==> config.mk <==
export PLATFORM = sky130hd
export DESIGN_NAME = sd_csd_metrics_decoder_unit_flat
export DESIGN_NICKNAME = d
export VERILOG_FILES = /design/src/rtl/sdcsd_pkg.sv /design/src/rtl/sdcsd_ifs.sv /design/src/rtl/sd_csd_metrics_decoder_unit.sv /design/src/rtl/sdcsd_decode.sv /design/src/rtl/sdcsd_wait.sv /design/src/flat_wrapper.sv
export SDC_FILE = /design/constraint.sdc
export NUM_CORES = 2
export LEC_CHECK = 0
export BUFFER_PORTS_ARGS = -buffer_cell sky130_fd_sc_hd__buf_2
export CORE_MARGIN = 5
export CORE_UTILIZATION = 55
export CTS_CLUSTER_DIAMETER = 60
export DETAILED_ROUTE_END_ITERATION = 6
export GPL_TIMING_DRIVEN = 1
export PLACE_DENSITY = 0.74
export SLEW_MARGIN = 30
export SYNTH_ARGS = -nofsm -noshare
export SYNTH_HDL_FRONTEND = slang
export SYNTH_SLANG_ARGS = --single-unit
==> constraint.sdc <==
create_clock -name clk -period 26.4 [get_ports clk]
set_clock_uncertainty 0.15 [all_clocks]
set_input_delay 3.96 -clock clk [delete_from_list [all_inputs] [get_ports clk]]
set_output_delay 3.96 -clock clk [all_outputs]
set_load 0.005 [all_outputs]
==> src/rtl/sdcsd_pkg.sv <==
package sdcsd_pkg;

    localparam int CFG_IDX_W  = 2;
    localparam int CFG_DATA_W = 27;

    localparam int HIGH_W  = 64;
    localparam int MID_W   = 56;
    localparam int BUS_W   = 27;
    localparam int RATE_W  = 27;
    localparam int BLK_W   = 33;
    localparam int SIZE_W  = 16;
    localparam int WAIT_W  = 40;
    localparam int X_W     = 34;
    localparam int RECIP_W = 25;
    localparam int Q_W     = 24;
    localparam int P5_W    = 24;
    localparam int NSAC_X_W = 15;
    localparam int SUM_W   = 24;
    localparam int DIV80_W = 21;
    localparam int RD_W    = 22;
    localparam int WR_W    = 29;

    localparam int RECIP_SHIFT = 34;
    localparam int DIV80_SHIFT = 26;
    localparam logic [P5_W-1:0] DIV80_RECIP = 24'd13421773;

    localparam logic [BUS_W-1:0]  BUS_CLOCK_RESET = 27'd12000000;
    localparam logic [RATE_W-1:0] MAX_RATE_RESET  = 27'd16500000;

    localparam logic [3:0] BL_LEN_MIN = 4'd9;
    localparam logic [2:0] R2W_MAX    = 3'd5;
    localparam logic [2:0] RATE_UNIT_MAX = 3'd3;

    typedef enum logic [CFG_IDX_W-1:0] {
        CFG_BUS_CLOCK = 2'd0,
        CFG_MAX_RATE  = 2'd1
    } cfg_reg_t;

    typedef enum logic [1:0] {
        CSD_SD_V1    = 2'd0,
        CSD_SD_V2    = 2'd1,
        CSD_MMC      = 2'd2,
        CSD_RESERVED = 2'd3
    } csd_ver_t;

    typedef struct packed {
        logic                bad;
        logic                sd_v2;
        logic [2:0]          r2w;
        logic [3:0]          bl_len;
        logic [BLK_W-1:0]    blocks;
        logic [RATE_W-1:0]   rate;
        logic [DIV80_W-1:0]  bus_div80;
    } side_t;

    typedef struct packed {
        side_t            side;
        logic [X_W-1:0]   x;
        logic [2:0]       tu;
        logic [7:0]       nsac;
    } dec_t;

    typedef struct packed {
        side_t              side;
        logic [SUM_W-1:0]   sum;
    } wait_t;

    function automatic logic [6:0] time_value_x10(input logic [3:0] code);
        logic [6:0] v;
        unique case (code)
            4'd0:  v = 7'd0;
            4'd1:  v = 7'd10;
            4'd2:  v = 7'd12;
            4'd3:  v = 7'd13;
            4'd4:  v = 7'd15;
            4'd5:  v = 7'd20;
            4'd6:  v = 7'd25;
            4'd7:  v = 7'd30;
            4'd8:  v = 7'd35;
            4'd9:  v = 7'd40;
            4'd10: v = 7'd45;
            4'd11: v = 7'd50;
            4'd12: v = 7'd55;
            4'd13: v = 7'd60;
            4'd14: v = 7'd70;
            default: v = 7'd80;
        endcase
        return v;
    endfunction

    function automatic logic [29:0] rate_hz(input logic [3:0] rv, input logic [2:0] ru);
        logic [23:0] unit;
        unique case (ru)
            3'd0:    unit = 24'd10000;
            3'd1:    unit = 24'd100000;
            3'd2:    unit = 24'd1000000;
            3'd3:    unit = 24'd10000000;
            default: unit = 24'd0;
        endcase
        return 30'({23'd0, time_value_x10(rv)} * {6'd0, unit});
    endfunction

    function automatic logic [RECIP_W-1:0] access_recip(input logic [2:0] tu);
        logic [RECIP_W-1:0] m;
        unique case (tu)
            3'd0:    m = 25'd1;
            3'd1:    m = 25'd17;
            3'd2:    m = 25'd171;
            3'd3:    m = 25'd1717;
            3'd4:    m = 25'd17179;
            3'd5:    m = 25'd171798;
            3'd6:    m = 25'd1717986;
            default: m = 25'd17179869;
        endcase
        return m;
    endfunction

    function automatic logic [X_W-1:0] access_div(input logic [2:0] tu);
        logic [X_W-1:0] d;
        unique case (tu)
            3'd0:    d = 34'd10000000000;
            3'd1:    d = 34'd1000000000;
            3'd2:    d = 34'd100000000;
            3'd3:    d = 34'd10000000;
            3'd4:    d = 34'd1000000;
            3'd5:    d = 34'd100000;
            3'd6:    d = 34'd10000;
            default: d = 34'd1000;
        endcase
        return d;
    endfunction

    function automatic logic [P5_W-1:0] access_pow5(input logic [2:0] tu);
        logic [P5_W-1:0] p;
        unique case (tu)
            3'd0:    p = 24'd9765625;
            3'd1:    p = 24'd1953125;
            3'd2:    p = 24'd390625;
            3'd3:    p = 24'd78125;
            3'd4:    p = 24'd15625;
            3'd5:    p = 24'd3125;
            3'd6:    p = 24'd625;
            default: p = 24'd125;
        endcase
        return p;
    endfunction

    function automatic logic [3:0] access_shift(input logic [2:0] tu);
        return 4'd10 - {1'b0, tu};
    endfunction

endpackage

==> src/rtl/sdcsd_ifs.sv <==
interface sdcsd_in_if;
    logic                              valid;
    logic                              ready;
    logic [sdcsd_pkg::HIGH_W-1:0]      csd_high;
    logic [sdcsd_pkg::MID_W-1:0]       csd_mid;

    modport source (output valid, output csd_high, output csd_mid, input ready);
    modport sink   (input valid, input csd_high, input csd_mid, output ready);
endinterface

interface sdcsd_out_if;
    logic                              valid;
    logic                              ready;
    logic                              status;
    logic [sdcsd_pkg::SIZE_W-1:0]      block_size_bytes;
    logic [sdcsd_pkg::BLK_W-1:0]       block_count;
    logic [sdcsd_pkg::WAIT_W-1:0]      read_timeout_cycles;
    logic [sdcsd_pkg::WAIT_W-1:0]      write_timeout_cycles;
    logic [sdcsd_pkg::WAIT_W-1:0]      erase_timeout_cycles;
    logic [sdcsd_pkg::RATE_W-1:0]      bit_rate_hz;

    modport source (output valid, output status, output block_size_bytes, output block_count,
                    output read_timeout_cycles, output write_timeout_cycles,
                    output erase_timeout_cycles, output bit_rate_hz, input ready);
    modport sink   (input valid, input status, input block_size_bytes, input block_count,
                    input read_timeout_cycles, input write_timeout_cycles,
                    input erase_timeout_cycles, input bit_rate_hz, output ready);
endinterface

interface sdcsd_cfg_if;
    logic                              valid;
    logic                              ready;
    logic [sdcsd_pkg::CFG_IDX_W-1:0]   index;
    logic [sdcsd_pkg::CFG_DATA_W-1:0]  data;

    modport source (output valid, output index, output data, input ready);
    modport sink   (input valid, input index, input data, output ready);
endinterface

==> src/rtl/sd_csd_metrics_decoder_unit.sv <==
// Throughput: one word per cycle unless a stalled result holds the flow; the
// pipeline has five register stages and the widest step is the reciprocal
// multiply that divides the access time.
// A stalled result freezes every stage, so csd.ready is low only while it waits.
// Reset clears all stage valid bits and loads the bus clock and rate limit
// registers with 12000000 and 16500000.
module sd_csd_metrics_decoder_unit (
    input  logic  clk,
    input  logic  rst_n,
    sdcsd_cfg_if.sink  cfg,
    sdcsd_in_if.sink   csd,
    sdcsd_out_if.source metrics
);
    import sdcsd_pkg::*;

    localparam int STAGES = 5;

    logic [BUS_W-1:0]   bus_clock_reg;
    logic [RATE_W-1:0]  max_rate_reg;
    logic [STAGES-1:0]  valid_reg;
    logic [STAGES-1:0]  valid_next;
    logic               adv;
    dec_t               dec;
    wait_t              wt;

    logic [RD_W-1:0]    wait_n;
    logic [RD_W-1:0]    div80;
    logic [RD_W-1:0]    rd;
    logic [WR_W-1:0]    wr;

    logic               status_reg;
    logic               status_next;
    logic [SIZE_W-1:0]  size_reg;
    logic [SIZE_W-1:0]  size_next;
    logic [BLK_W-1:0]   blocks_reg;
    logic [BLK_W-1:0]   blocks_next;
    logic [WAIT_W-1:0]  rd_reg;
    logic [WAIT_W-1:0]  rd_next;
    logic [WAIT_W-1:0]  wr_reg;
    logic [WAIT_W-1:0]  wr_next;
    logic [RATE_W-1:0]  rate_reg;
    logic [RATE_W-1:0]  rate_next;

    assign cfg.ready = 1'b1;

    always_ff @(posedge clk or negedge rst_n)
    begin
        if (!rst_n)
        begin
            bus_clock_reg <= BUS_CLOCK_RESET;
            max_rate_reg  <= MAX_RATE_RESET;
        end
        else if (cfg.valid)
        begin
            if (cfg.index == CFG_BUS_CLOCK)
            begin
                bus_clock_reg <= cfg.data;
            end
            if (cfg.index == CFG_MAX_RATE)
            begin
                max_rate_reg <= cfg.data;
            end
        end
    end

    assign adv        = !valid_reg[STAGES-1] || metrics.ready;
    assign csd.ready  = adv;
    assign valid_next = {valid_reg[STAGES-2:0], csd.valid};

    always_ff @(posedge clk or negedge rst_n)
    begin
        if (!rst_n)
        begin
            valid_reg <= '0;
        end
        else if (adv)
        begin
            valid_reg <= valid_next;
        end
    end

    sdcsd_decode u_decode (
        .clk       (clk),
        .adv       (adv),
        .bus_clock (bus_clock_reg),
        .max_rate  (max_rate_reg),
        .csd_high  (csd.csd_high),
        .csd_mid   (csd.csd_mid),
        .dec       (dec)
    );

    sdcsd_wait u_wait (
        .clk (clk),
        .adv (adv),
        .dec (dec),
        .wt  (wt)
    );

    always_comb
    begin
        wait_n = {1'b0, wt.sum[SUM_W-1:3]} + {{(RD_W-1){1'b0}}, 1'b1};
        div80  = {1'b0, wt.side.bus_div80};
        if (wt.side.sd_v2)
        begin
            rd = div80;
            wr = {7'd0, bus_clock_reg[BUS_W-1:5]};
        end
        else
        begin
            rd = (div80 > wait_n) ? div80 : wait_n;
            wr = {7'd0, rd} << wt.side.r2w;
        end

        status_next = wt.side.bad;
        if (wt.side.bad)
        begin
            size_next   = '0;
            blocks_next = '0;
            rd_next     = '0;
            wr_next     = '0;
            rate_next   = '0;
        end
        else
        begin
            size_next   = {{(SIZE_W-1){1'b0}}, 1'b1} << wt.side.bl_len;
            blocks_next = wt.side.blocks;
            rd_next     = {{(WAIT_W-RD_W){1'b0}}, rd};
            wr_next     = {{(WAIT_W-WR_W){1'b0}}, wr};
            rate_next   = wt.side.rate;
        end
    end

    always_ff @(posedge clk)
    begin
        if (adv)
        begin
            status_reg <= status_next;
            size_reg   <= size_next;
            blocks_reg <= blocks_next;
            rd_reg     <= rd_next;
            wr_reg     <= wr_next;
            rate_reg   <= rate_next;
        end
    end

    assign metrics.valid                = valid_reg[STAGES-1];
    assign metrics.status               = status_reg;
    assign metrics.block_size_bytes     = size_reg;
    assign metrics.block_count          = blocks_reg;
    assign metrics.read_timeout_cycles  = rd_reg;
    assign metrics.write_timeout_cycles = wr_reg;
    assign metrics.erase_timeout_cycles = wr_reg;
    assign metrics.bit_rate_hz          = rate_reg;

`ifndef SYNTH
    a_stall_blocks_input: assert property (@(posedge clk) disable iff (!rst_n)
        (metrics.valid && !metrics.ready) |-> !csd.ready)
        else $error("input taken while result word stalled");

    a_unusable_zero: assert property (@(posedge clk) disable iff (!rst_n)
        (metrics.valid && metrics.status) |->
            (metrics.block_count == '0 && metrics.read_timeout_cycles == '0
             && metrics.write_timeout_cycles == '0 && metrics.bit_rate_hz == '0))
        else $error("unusable card word carries nonzero metrics");

    a_write_ge_read: assert property (@(posedge clk) disable iff (!rst_n)
        (metrics.valid && !metrics.status) |->
            (metrics.write_timeout_cycles >= metrics.read_timeout_cycles))
        else $error("write wait below read wait");

    a_rate_clamped: assert property (@(posedge clk) disable iff (!rst_n)
        (metrics.valid && !metrics.status) |->
            (metrics.bit_rate_hz <= max_rate_reg && metrics.block_size_bytes >= 16'd512))
        else $error("rate above limit or block size below 512");
`endif

endmodule

==> src/rtl/sdcsd_decode.sv <==
module sdcsd_decode (
    input  logic                          clk,
    input  logic                          adv,
    input  logic [sdcsd_pkg::BUS_W-1:0]   bus_clock,
    input  logic [sdcsd_pkg::RATE_W-1:0]  max_rate,
    input  logic [sdcsd_pkg::HIGH_W-1:0]  csd_high,
    input  logic [sdcsd_pkg::MID_W-1:0]   csd_mid,
    output sdcsd_pkg::dec_t               dec
);
    import sdcsd_pkg::*;

    csd_ver_t          ver;
    logic [3:0]        tv;
    logic [3:0]        rv;
    logic [2:0]        ru;
    logic [3:0]        bl_len;
    logic              partial;
    logic [2:0]        r2w;
    logic [11:0]       c_size_v1;
    logic [2:0]        mult;
    logic [21:0]       c_size_v2;
    logic [4:0]        blk_shift;
    logic [29:0]       rate_raw;
    logic [46:0]       div80_prod;
    logic              bad_len;
    dec_t              dec_next;
    dec_t              dec_reg;

    always_comb
    begin
        ver       = csd_ver_t'(csd_high[63:62]);
        tv        = csd_high[54:51];
        rv        = csd_high[38:35];
        ru        = csd_high[34:32];
        bl_len    = csd_high[19:16];
        partial   = csd_high[15];
        r2w       = csd_mid[20:18];
        c_size_v1 = {csd_high[9:0], csd_mid[55:54]};
        mult      = csd_mid[41:39];
        c_size_v2 = {csd_high[5:0], csd_mid[55:40]};

        bad_len = (bl_len < BL_LEN_MIN) || ((bl_len > BL_LEN_MIN) && !partial);

        dec_next.side.bad = bad_len || (ver == CSD_RESERVED)
                          || ((ver == CSD_SD_V1) && (r2w > R2W_MAX))
                          || (ru > RATE_UNIT_MAX);
        dec_next.side.sd_v2  = (ver == CSD_SD_V2);
        dec_next.side.r2w    = r2w;
        dec_next.side.bl_len = bl_len;

        blk_shift = {2'd0, mult} + 5'd2 + {1'b0, bl_len - BL_LEN_MIN};
        if (ver == CSD_SD_V2)
        begin
            dec_next.side.blocks = ({11'd0, c_size_v2} + 33'd1) << 10;
        end
        else
        begin
            dec_next.side.blocks = ({21'd0, c_size_v1} + 33'd1) << blk_shift;
        end

        rate_raw = rate_hz(rv, ru);
        if (rate_raw > {3'd0, max_rate})
        begin
            dec_next.side.rate = max_rate;
        end
        else
        begin
            dec_next.side.rate = rate_raw[RATE_W-1:0];
        end

        div80_prod = {24'd0, bus_clock[BUS_W-1:4]} * {23'd0, DIV80_RECIP};
        dec_next.side.bus_div80 = div80_prod[DIV80_SHIFT +: DIV80_W];

        dec_next.x    = {7'd0, bus_clock} * {27'd0, time_value_x10(tv)};
        dec_next.tu   = csd_high[50:48];
        dec_next.nsac = csd_high[47:40];
    end

    always_ff @(posedge clk)
    begin
        if (adv)
        begin
            dec_reg <= dec_next;
        end
    end

    assign dec = dec_reg;

endmodule

==> src/rtl/sdcsd_wait.sv <==
module sdcsd_wait (
    input  logic             clk,
    input  logic             adv,
    input  sdcsd_pkg::dec_t  dec,
    output sdcsd_pkg::wait_t wt
);
    import sdcsd_pkg::*;

    typedef struct packed {
        side_t            side;
        logic [X_W-1:0]   x;
        logic [2:0]       tu;
        logic [7:0]       nsac;
        logic [Q_W-1:0]   q0;
    } quot_t;

    typedef struct packed {
        side_t                 side;
        logic [X_W-1:0]        x;
        logic [2:0]            tu;
        logic [NSAC_X_W-1:0]   nsac_x100;
        logic [Q_W-1:0]        q0;
        logic [X_W-1:0]        qd;
    } back_t;

    logic [58:0]  recip_prod;
    logic [47:0]  pow5_prod;
    logic [47:0]  qd_wide;
    logic [X_W-1:0] rem;
    logic [Q_W-1:0] q;
    quot_t        quot_next;
    quot_t        quot_reg;
    back_t        back_next;
    back_t        back_reg;
    wait_t        wt_next;
    wait_t        wt_reg;

    always_comb
    begin
        recip_prod       = {25'd0, dec.x} * {34'd0, access_recip(dec.tu)};
        quot_next.side   = dec.side;
        quot_next.x      = dec.x;
        quot_next.tu     = dec.tu;
        quot_next.nsac   = dec.nsac;
        quot_next.q0     = recip_prod[RECIP_SHIFT +: Q_W];
    end

    always_comb
    begin
        pow5_prod           = {24'd0, quot_reg.q0} * {24'd0, access_pow5(quot_reg.tu)};
        qd_wide             = pow5_prod << access_shift(quot_reg.tu);
        back_next.side      = quot_reg.side;
        back_next.x         = quot_reg.x;
        back_next.tu        = quot_reg.tu;
        back_next.nsac_x100 = 15'({7'd0, quot_reg.nsac} * 15'd100);
        back_next.q0        = quot_reg.q0;
        back_next.qd        = qd_wide[X_W-1:0];
    end

    always_comb
    begin
        rem = back_reg.x - back_reg.qd;
        q   = back_reg.q0 + {{(Q_W-1){1'b0}}, (rem >= access_div(back_reg.tu))};
        wt_next.side = back_reg.side;
        wt_next.sum  = q + {{(SUM_W-NSAC_X_W){1'b0}}, back_reg.nsac_x100};
    end

    always_ff @(posedge clk)
    begin
        if (adv)
        begin
            quot_reg <= quot_next;
            back_reg <= back_next;
            wt_reg   <= wt_next;
        end
    end

    assign wt = wt_reg;

endmodule

==> src/flat_wrapper.sv <==
// flat-port wrapper written by rule: the top's interface ports become plain ports
module sd_csd_metrics_decoder_unit_flat import sdcsd_pkg::*;
  (clk, rst_n, cfg_valid, cfg_index, cfg_data, cfg_ready, csd_valid, csd_csd_high, csd_csd_mid, csd_ready, metrics_valid, metrics_status, metrics_block_size_bytes, metrics_block_count, metrics_read_timeout_cycles, metrics_write_timeout_cycles, metrics_erase_timeout_cycles, metrics_bit_rate_hz, metrics_ready);
  sdcsd_cfg_if cfg_i ();
  sdcsd_in_if csd_i ();
  sdcsd_out_if metrics_i ();
  input  logic clk;
  input  logic rst_n;
  input wire logic [$bits(cfg_i.valid)-1:0] cfg_valid;
  input wire logic [$bits(cfg_i.index)-1:0] cfg_index;
  input wire logic [$bits(cfg_i.data)-1:0] cfg_data;
  output wire logic [$bits(cfg_i.ready)-1:0] cfg_ready;
  input wire logic [$bits(csd_i.valid)-1:0] csd_valid;
  input wire logic [$bits(csd_i.csd_high)-1:0] csd_csd_high;
  input wire logic [$bits(csd_i.csd_mid)-1:0] csd_csd_mid;
  output wire logic [$bits(csd_i.ready)-1:0] csd_ready;
  output wire logic [$bits(metrics_i.valid)-1:0] metrics_valid;
  output wire logic [$bits(metrics_i.status)-1:0] metrics_status;
  output wire logic [$bits(metrics_i.block_size_bytes)-1:0] metrics_block_size_bytes;
  output wire logic [$bits(metrics_i.block_count)-1:0] metrics_block_count;
  output wire logic [$bits(metrics_i.read_timeout_cycles)-1:0] metrics_read_timeout_cycles;
  output wire logic [$bits(metrics_i.write_timeout_cycles)-1:0] metrics_write_timeout_cycles;
  output wire logic [$bits(metrics_i.erase_timeout_cycles)-1:0] metrics_erase_timeout_cycles;
  output wire logic [$bits(metrics_i.bit_rate_hz)-1:0] metrics_bit_rate_hz;
  input wire logic [$bits(metrics_i.ready)-1:0] metrics_ready;
  assign cfg_i.valid = cfg_valid;
  assign cfg_i.index = cfg_index;
  assign cfg_i.data = cfg_data;
  assign cfg_ready = cfg_i.ready;
  assign csd_i.valid = csd_valid;
  assign csd_i.csd_high = csd_csd_high;
  assign csd_i.csd_mid = csd_csd_mid;
  assign csd_ready = csd_i.ready;
  assign metrics_valid = metrics_i.valid;
  assign metrics_status = metrics_i.status;
  assign metrics_block_size_bytes = metrics_i.block_size_bytes;
  assign metrics_block_count = metrics_i.block_count;
  assign metrics_read_timeout_cycles = metrics_i.read_timeout_cycles;
  assign metrics_write_timeout_cycles = metrics_i.write_timeout_cycles;
  assign metrics_erase_timeout_cycles = metrics_i.erase_timeout_cycles;
  assign metrics_bit_rate_hz = metrics_i.bit_rate_hz;
  assign metrics_i.ready = metrics_ready;
  sd_csd_metrics_decoder_unit u_core (.clk(clk), .rst_n(rst_n), .cfg(cfg_i), .csd(csd_i), .metrics(metrics_i));
endmodule
======== After elaboration in Yosys (flattened, before gate mapping) ========
Memory sizes are Yosys's and may differ from the RTL's.
Index checks and enable logic that the tools add are counted.
storage, ports and cells
  flip-flop bits (word level) ............. 822
  ROM bits ................................ 224
  bits of input ports ..................... 154
  output and inout port bits .............. 200
  logic and storage cells ................. 135
  memories ................................ 2
cells by class
  $add $sub $neg .......................... 10
  multiply operators ...................... 6
  order comparisons ....................... 7
  eq/ne operators ......................... 24
  shift operators ......................... 4
  muxes and demuxes ....................... 9
  reduce and logical (&&, ||, !) cells .... 18
memories
  name             depth  width  rd ports  clocked after memory_dff  write ports  RTL line         RTL
  (no name shown)  16     7      1         0                         0            sdcsd_pkg.sv:70  unique case (code)
  (no name shown)  16     7      1         0                         0            sdcsd_pkg.sv:70
operator list
  kind                    count
  $pmux 34 s7             1
  $pmux 25 s7             1
  $pmux 24 s7             1
  $pmux 24 s4             1
  $mul 34x25->58          1
  $mul 24x24->48          1
  $shl 48x4->34           1
  $mul 23x24->47 const B  1
  $mux 22                 2
  $ge 34x34->1            1
  $mul 27x7->34           1
  $sub 34x34->34          1
  $mux 33                 1
  $shl 13x5->33           1
  $gt 30x27->1            1
  $mul 7x24->30           1
  $mux 29                 1
  $shl 22x3->29           1
  $eq 3x3->1 const B      9
  $mux 27                 1
  $add 24x1->24           1
  $add 24x15->24          1
  $eq 3x2->1 const B      8
  $add 22x1->23 const B   1
  other kinds (23)        38

======== Longest topological paths before layout ========
  depth in word-level cells ............... 6
  mapped depth ............................ 37
  depth with buffers taken out ............ 36

======== Hierarchy ========
From an unflattened synthesis, not the netlist that was laid out.
unflattened totals
  cell total of the unflattened synthesis .. 8708
  area, all modules ....................... 90620.7 sq um
by module, submodules not included
  module                       instances  cells an instance  area an instance (sq um)  sequential area each (sq um)
  sdcsd_wait                   1          5474               57199.9                   14143.6
  sdcsd_decode                 1          2428               23648.9                   4053.9
  sd_csd_metrics_decoder_unit  1          806                9771.9                    5347.6

======== Worst setup path before layout ========
No wires, ideal clock.
  kind .................................... input port to output port
  from .................................... input metrics_ready
  to ...................................... output csd_ready
  arrival ................................. 23.964 ns
  data required time ...................... 22.290 ns
  slack ................................... -1.674 ns
  stages on the path ...................... 2
  path buffers ............................ 1
  path through ............................ nand2b_1 > clkbuf_1
on the way
  longest elaborated chain between the ends .. 1
RTL lines
  element           RTL line                           RTL
  from (decl)       flat_wrapper.sv:25                 input wire logic [$bits(metrics_i.ready)-1:0] metrics_ready;
  $logic_or 1x1->1  sd_csd_metrics_decoder_unit.sv:66  assign adv = !valid_reg[STAGES-1] || metrics.ready;
  to (decl)         flat_wrapper.sv:16                 output wire logic [$bits(csd_i.ready)-1:0] csd_ready;
Every way passes these cells.

==> results.md <==
- The share of the cycle needed by the critical path after routing is 47.97%.
- The number of enable-type register cells in the synthesized netlist is 731.
- The number of clock sinks seen by CTS is 790.
- STA classifies the critical path endpoint as a register.
- STA classifies the critical path startpoint as an input port.
- The portion of the post-synthesis area used by sequential elements is 26.10%.
- After routing, the total negative slack on setup checks comes to 0 ns.
- The flow ran to the end, and the final reports show no timing, DRC or antenna violations.
- Detailed placement finished with a half-perimeter wire length of 181.6 mm.
- In this run the critical register-to-register path is captured at u_core.u_wait.back_reg[33].
- The largest single stage delay on the critical path is 0.51 ns.
- The achievable clock frequency is 0.07897 GHz.
- The number of warning messages in the yosys log is 0.
- In this run the worst path has a maximum fanout of 27.
- In the global route stage, overall resource usage came out at 26.88%.
- The number of cells on the worst hold path is 0.
- The pin count of the biggest net entering global routing is 193.
- The clock tree buffer depth is 3.
- After synthesis the netlist holds a flip-flop and latch count of 790.
- The H-tree was split into 3 levels.
- The number of cells on the worst reg-to-reg path is 28.
- The setup-violating endpoint count in the final report is 0.
- The slowest cell on the critical path is mux4_2.
- The number of placement rows is 148.
- For this block, the initial DRC count from the detailed router was 4,511.
- The total iterations of the first detailed-routing run is 5.
- Subtracting the final worst setup slack from the clock period gives 12.66 ns.
- The number of cells in the design after placement is 10,830.
- The number of endpoints with negative hold slack in the final report is 0.
- For this run, the post-layout net count is 11,080.
- Dividing the detail-routed via count by the number of cells gives 5.565.
- At the later pin of the worst-skew pair, clock insertion delay measures 0.74 ns.
- The synthesized design devotes to its leading area cell type 28.45% of total area.
- The distinct cell type count of the synthesized netlist is 108.
- The final cell area excluding filler cells is 0.09630 mm².
- The global-route wire length before repair is 364.6 mm.
- The count of vias placed by the detailed router is 61,210.
- The register-to-register setup slack is 15.17 ns.
- The number of pins exceeding their max-slew limit in the final report is 0.
- The slew at the pin with the worst max-slew slack is 1.073 ns.
- In this run the cell area of the synthesized design comes to 0.08986 mm².
- The sum of overflow across all layers after global routing is 0.
- The critical path starts at csd_csd_high[36].
- The placed cell area is 0.09314 mm².
- Setup repair after global routing left no endpoint under its margin.
- The startpoint of the most critical register-to-register path is u_core.u_wait.back_next[73].
- Setup slack closes at 13.74 ns.
- The core outline area is 0.1626 mm².
- Following the worst setup path forward leads to its endpoint at u_core.u_decode.dec[84].
- The share of final-layout standard cells stronger than drive strength 1 is 8.122%.
- TritonCTS built the clock tree.
- The dominant register cell in the synthesized netlist is edfxtp_1.
- The worst slack at placement is 13.01 ns.
- The sum of routed wire length over all layers is 228.6 mm.
- Counting the buffers created by CTS gives 87.
- Headroom to the max-slew limit came out at 28.45%.
- The initial antenna violation count is 14.
- The number of gates resized after CTS was 0.
- STA puts the critical path data required time at 26.66 ns.
- For this design, the CTS-stage hold fixing added 0 buffers.
- In this run the worst hold path is classified as register to register.
- The number of flip-flops under the largest register name is 198.
- The post-detailed-route DRC marker count is 0.
- After synthesis, the cell types taking the most area are fa_1 (28%), edfxtp_1 (24%), ha_1 (13%), inv_1 (8.0%), and2_1 (3.0%).
- Buffers added to address setup during post-CTS repair amount to 0.
- The number of standard cells in the layout, taps in and fillers out is 11,000.
- The area enclosed by the die boundary is 0.1716 mm².
- The last weighted congestion value of the routability-driven placer is 0.9838.
- The cell sitting at the root of the clock tree is a clkbuf_16.
- The number of port buffers is 251.
- The initial core utilization is 55.27%.
- In the synthesized netlist the async set-or-reset flop fraction comes to 7.468%.
- The number of top-level design ports is 354.
- The per-cell routed wire length is 20.78 µm.
- The critical path in this run is classified as input port to register.
- The average cell area after synthesis is 10.41 µm².
- The overall die width is 414.2 µm.
- The count of maximum capacitance violations is 0.
- The signal arrival time at the worst endpoint is 12.93 ns.
- Synthesis produced 8,633 cells.
- The cell type with the largest total area after synthesis is fa_1.
- The origin of the worst min-delay path is u_core.u_wait.back_reg[126].
- The number of nets still failing antenna checks after routing is 0.
- The overall die height is 414.2 µm.
- The post-synthesis to final-layout area growth is 7.163%.
- Clock-pin slew was measured on the worst setup and hold paths at 0.05 ns.
- The number of global-route vias before repair is 65,530.
## per-stage QoR
| step | hold slack [ns] | utilization (%) |
|---|---|---|
| after detailed placement | 0.2545 | 57.29 |
| after global placement | 0.2503 | 57.25 |
| after floorplan | 0.2503 | - |
| after global routing | 0.2471 | 59.22 |
| after CTS | 0.2389 | 59.15 |
| final | 0.2402 | 59.23 |
## Yosys cell counts (12+ instances only)
master,count
o21ai_0,125
clkbuf_1,239
nor2_1,403
mux4_2,27
o21a_1,35
ha_1,907
dfstp_2,22
a221oi_1,12
nand3_1,149
o22ai_1,24
nand2_1,624
o21bai_1,27
a211oi_1,49
and3_1,44
and2_1,433
dfrtp_1,37
or3_1,22
xnor2_1,162
nor2b_1,185
buf_4,73
nor3_1,71
fa_1,1277
o31ai_1,12
edfxtp_1,731
o211ai_1,15
mux2_2,84
o21ai_1,15
buf_1,35
xor2_1,84
inv_1,1912
nand2b_1,58
and4_1,12
mux2i_1,83
or2_2,50
a21o_1,94
nand4_1,37
a31oi_1,21
a21oi_1,218
## cells in the final DEF, fill, tap and decap left out, drive strengths merged, types with 41 or more instances in the layout
cell type	count
nor3	71
mux2i	83
conb	41
xor2	84
clkbuf	107
ha	907
a21o	94
and3	45
or2	50
and2	433
edfxtp	731
inv	1921
buf	337
nand3	149
xnor2	162
o21ai	143
a21oi	221
mux2	92
fa	1277
nor2	404
a211oi	51
nand2b	58
nand2	626
nor2b	185
## routing by layer
layer	part of all wire (%)	track usage (%)	vias up
met5	0.032	0	-
met4	4.3	9.986	10
met3	7.8	5.229	572
met2	48	44.42	2435
met1	40	35.48	30590
li1	-	-	27600
## cell families after synthesis
kind of cell | count (synthesis) | share of synthesized area [%]
compound gates | 804 | 6.037
xor+xnor | 246 | 2.398
simple gates | 2136 | 11.82
fa+ha+maj | 2184 | 41.08
buf+inv | 2269 | 9.803
mux | 202 | 2.754
flops | 790 | 26.10
other cells | 2 | 0.008357
## worst min-delay path by stage
stage,to,slack [ns]
2_1_floorplan,u_core.u_wait.back_next[110],0.25
4_1_cts,u_core.u_wait.back_next[178],0.24
5_1_grt,u_core.u_wait.back_next[178],0.25
6_report,u_core.u_wait.wt[40],0.24
3_5_place_dp,u_core.u_wait.back_next[178],0.25
3_3_place_gp,u_core.u_wait.back_reg[170],0.25
## final cells by class
type | count | area (µm²)
antenna | 7 | 17.52
clock buffer | 107 | 2292
clock inverter | 52 | 742.0
fill | 13420 | 66280
inverter | 1917 | 7196
multi-input combinational | 5613 | 57850
sequential | 790 | 23460
tap | 2175 | 2721
timing repair buffer | 337 | 2029
## critical path, delay by kind of cell
kind | cells | cell delay (ns)
buffers and inverters | 7 | 0.83
adders and majority gates | 7 | 2.45
muxes | 2 | 0.89
AOI/OAI and AO/OA | 16 | 3.29
xor gates and xnor gates | 1 | 0.18
and+or+nand+nor | 5 | 1.28
Power is not shown: default switching activity piles up to over one toggle a cycle in this logic, so the estimate is an artifact.
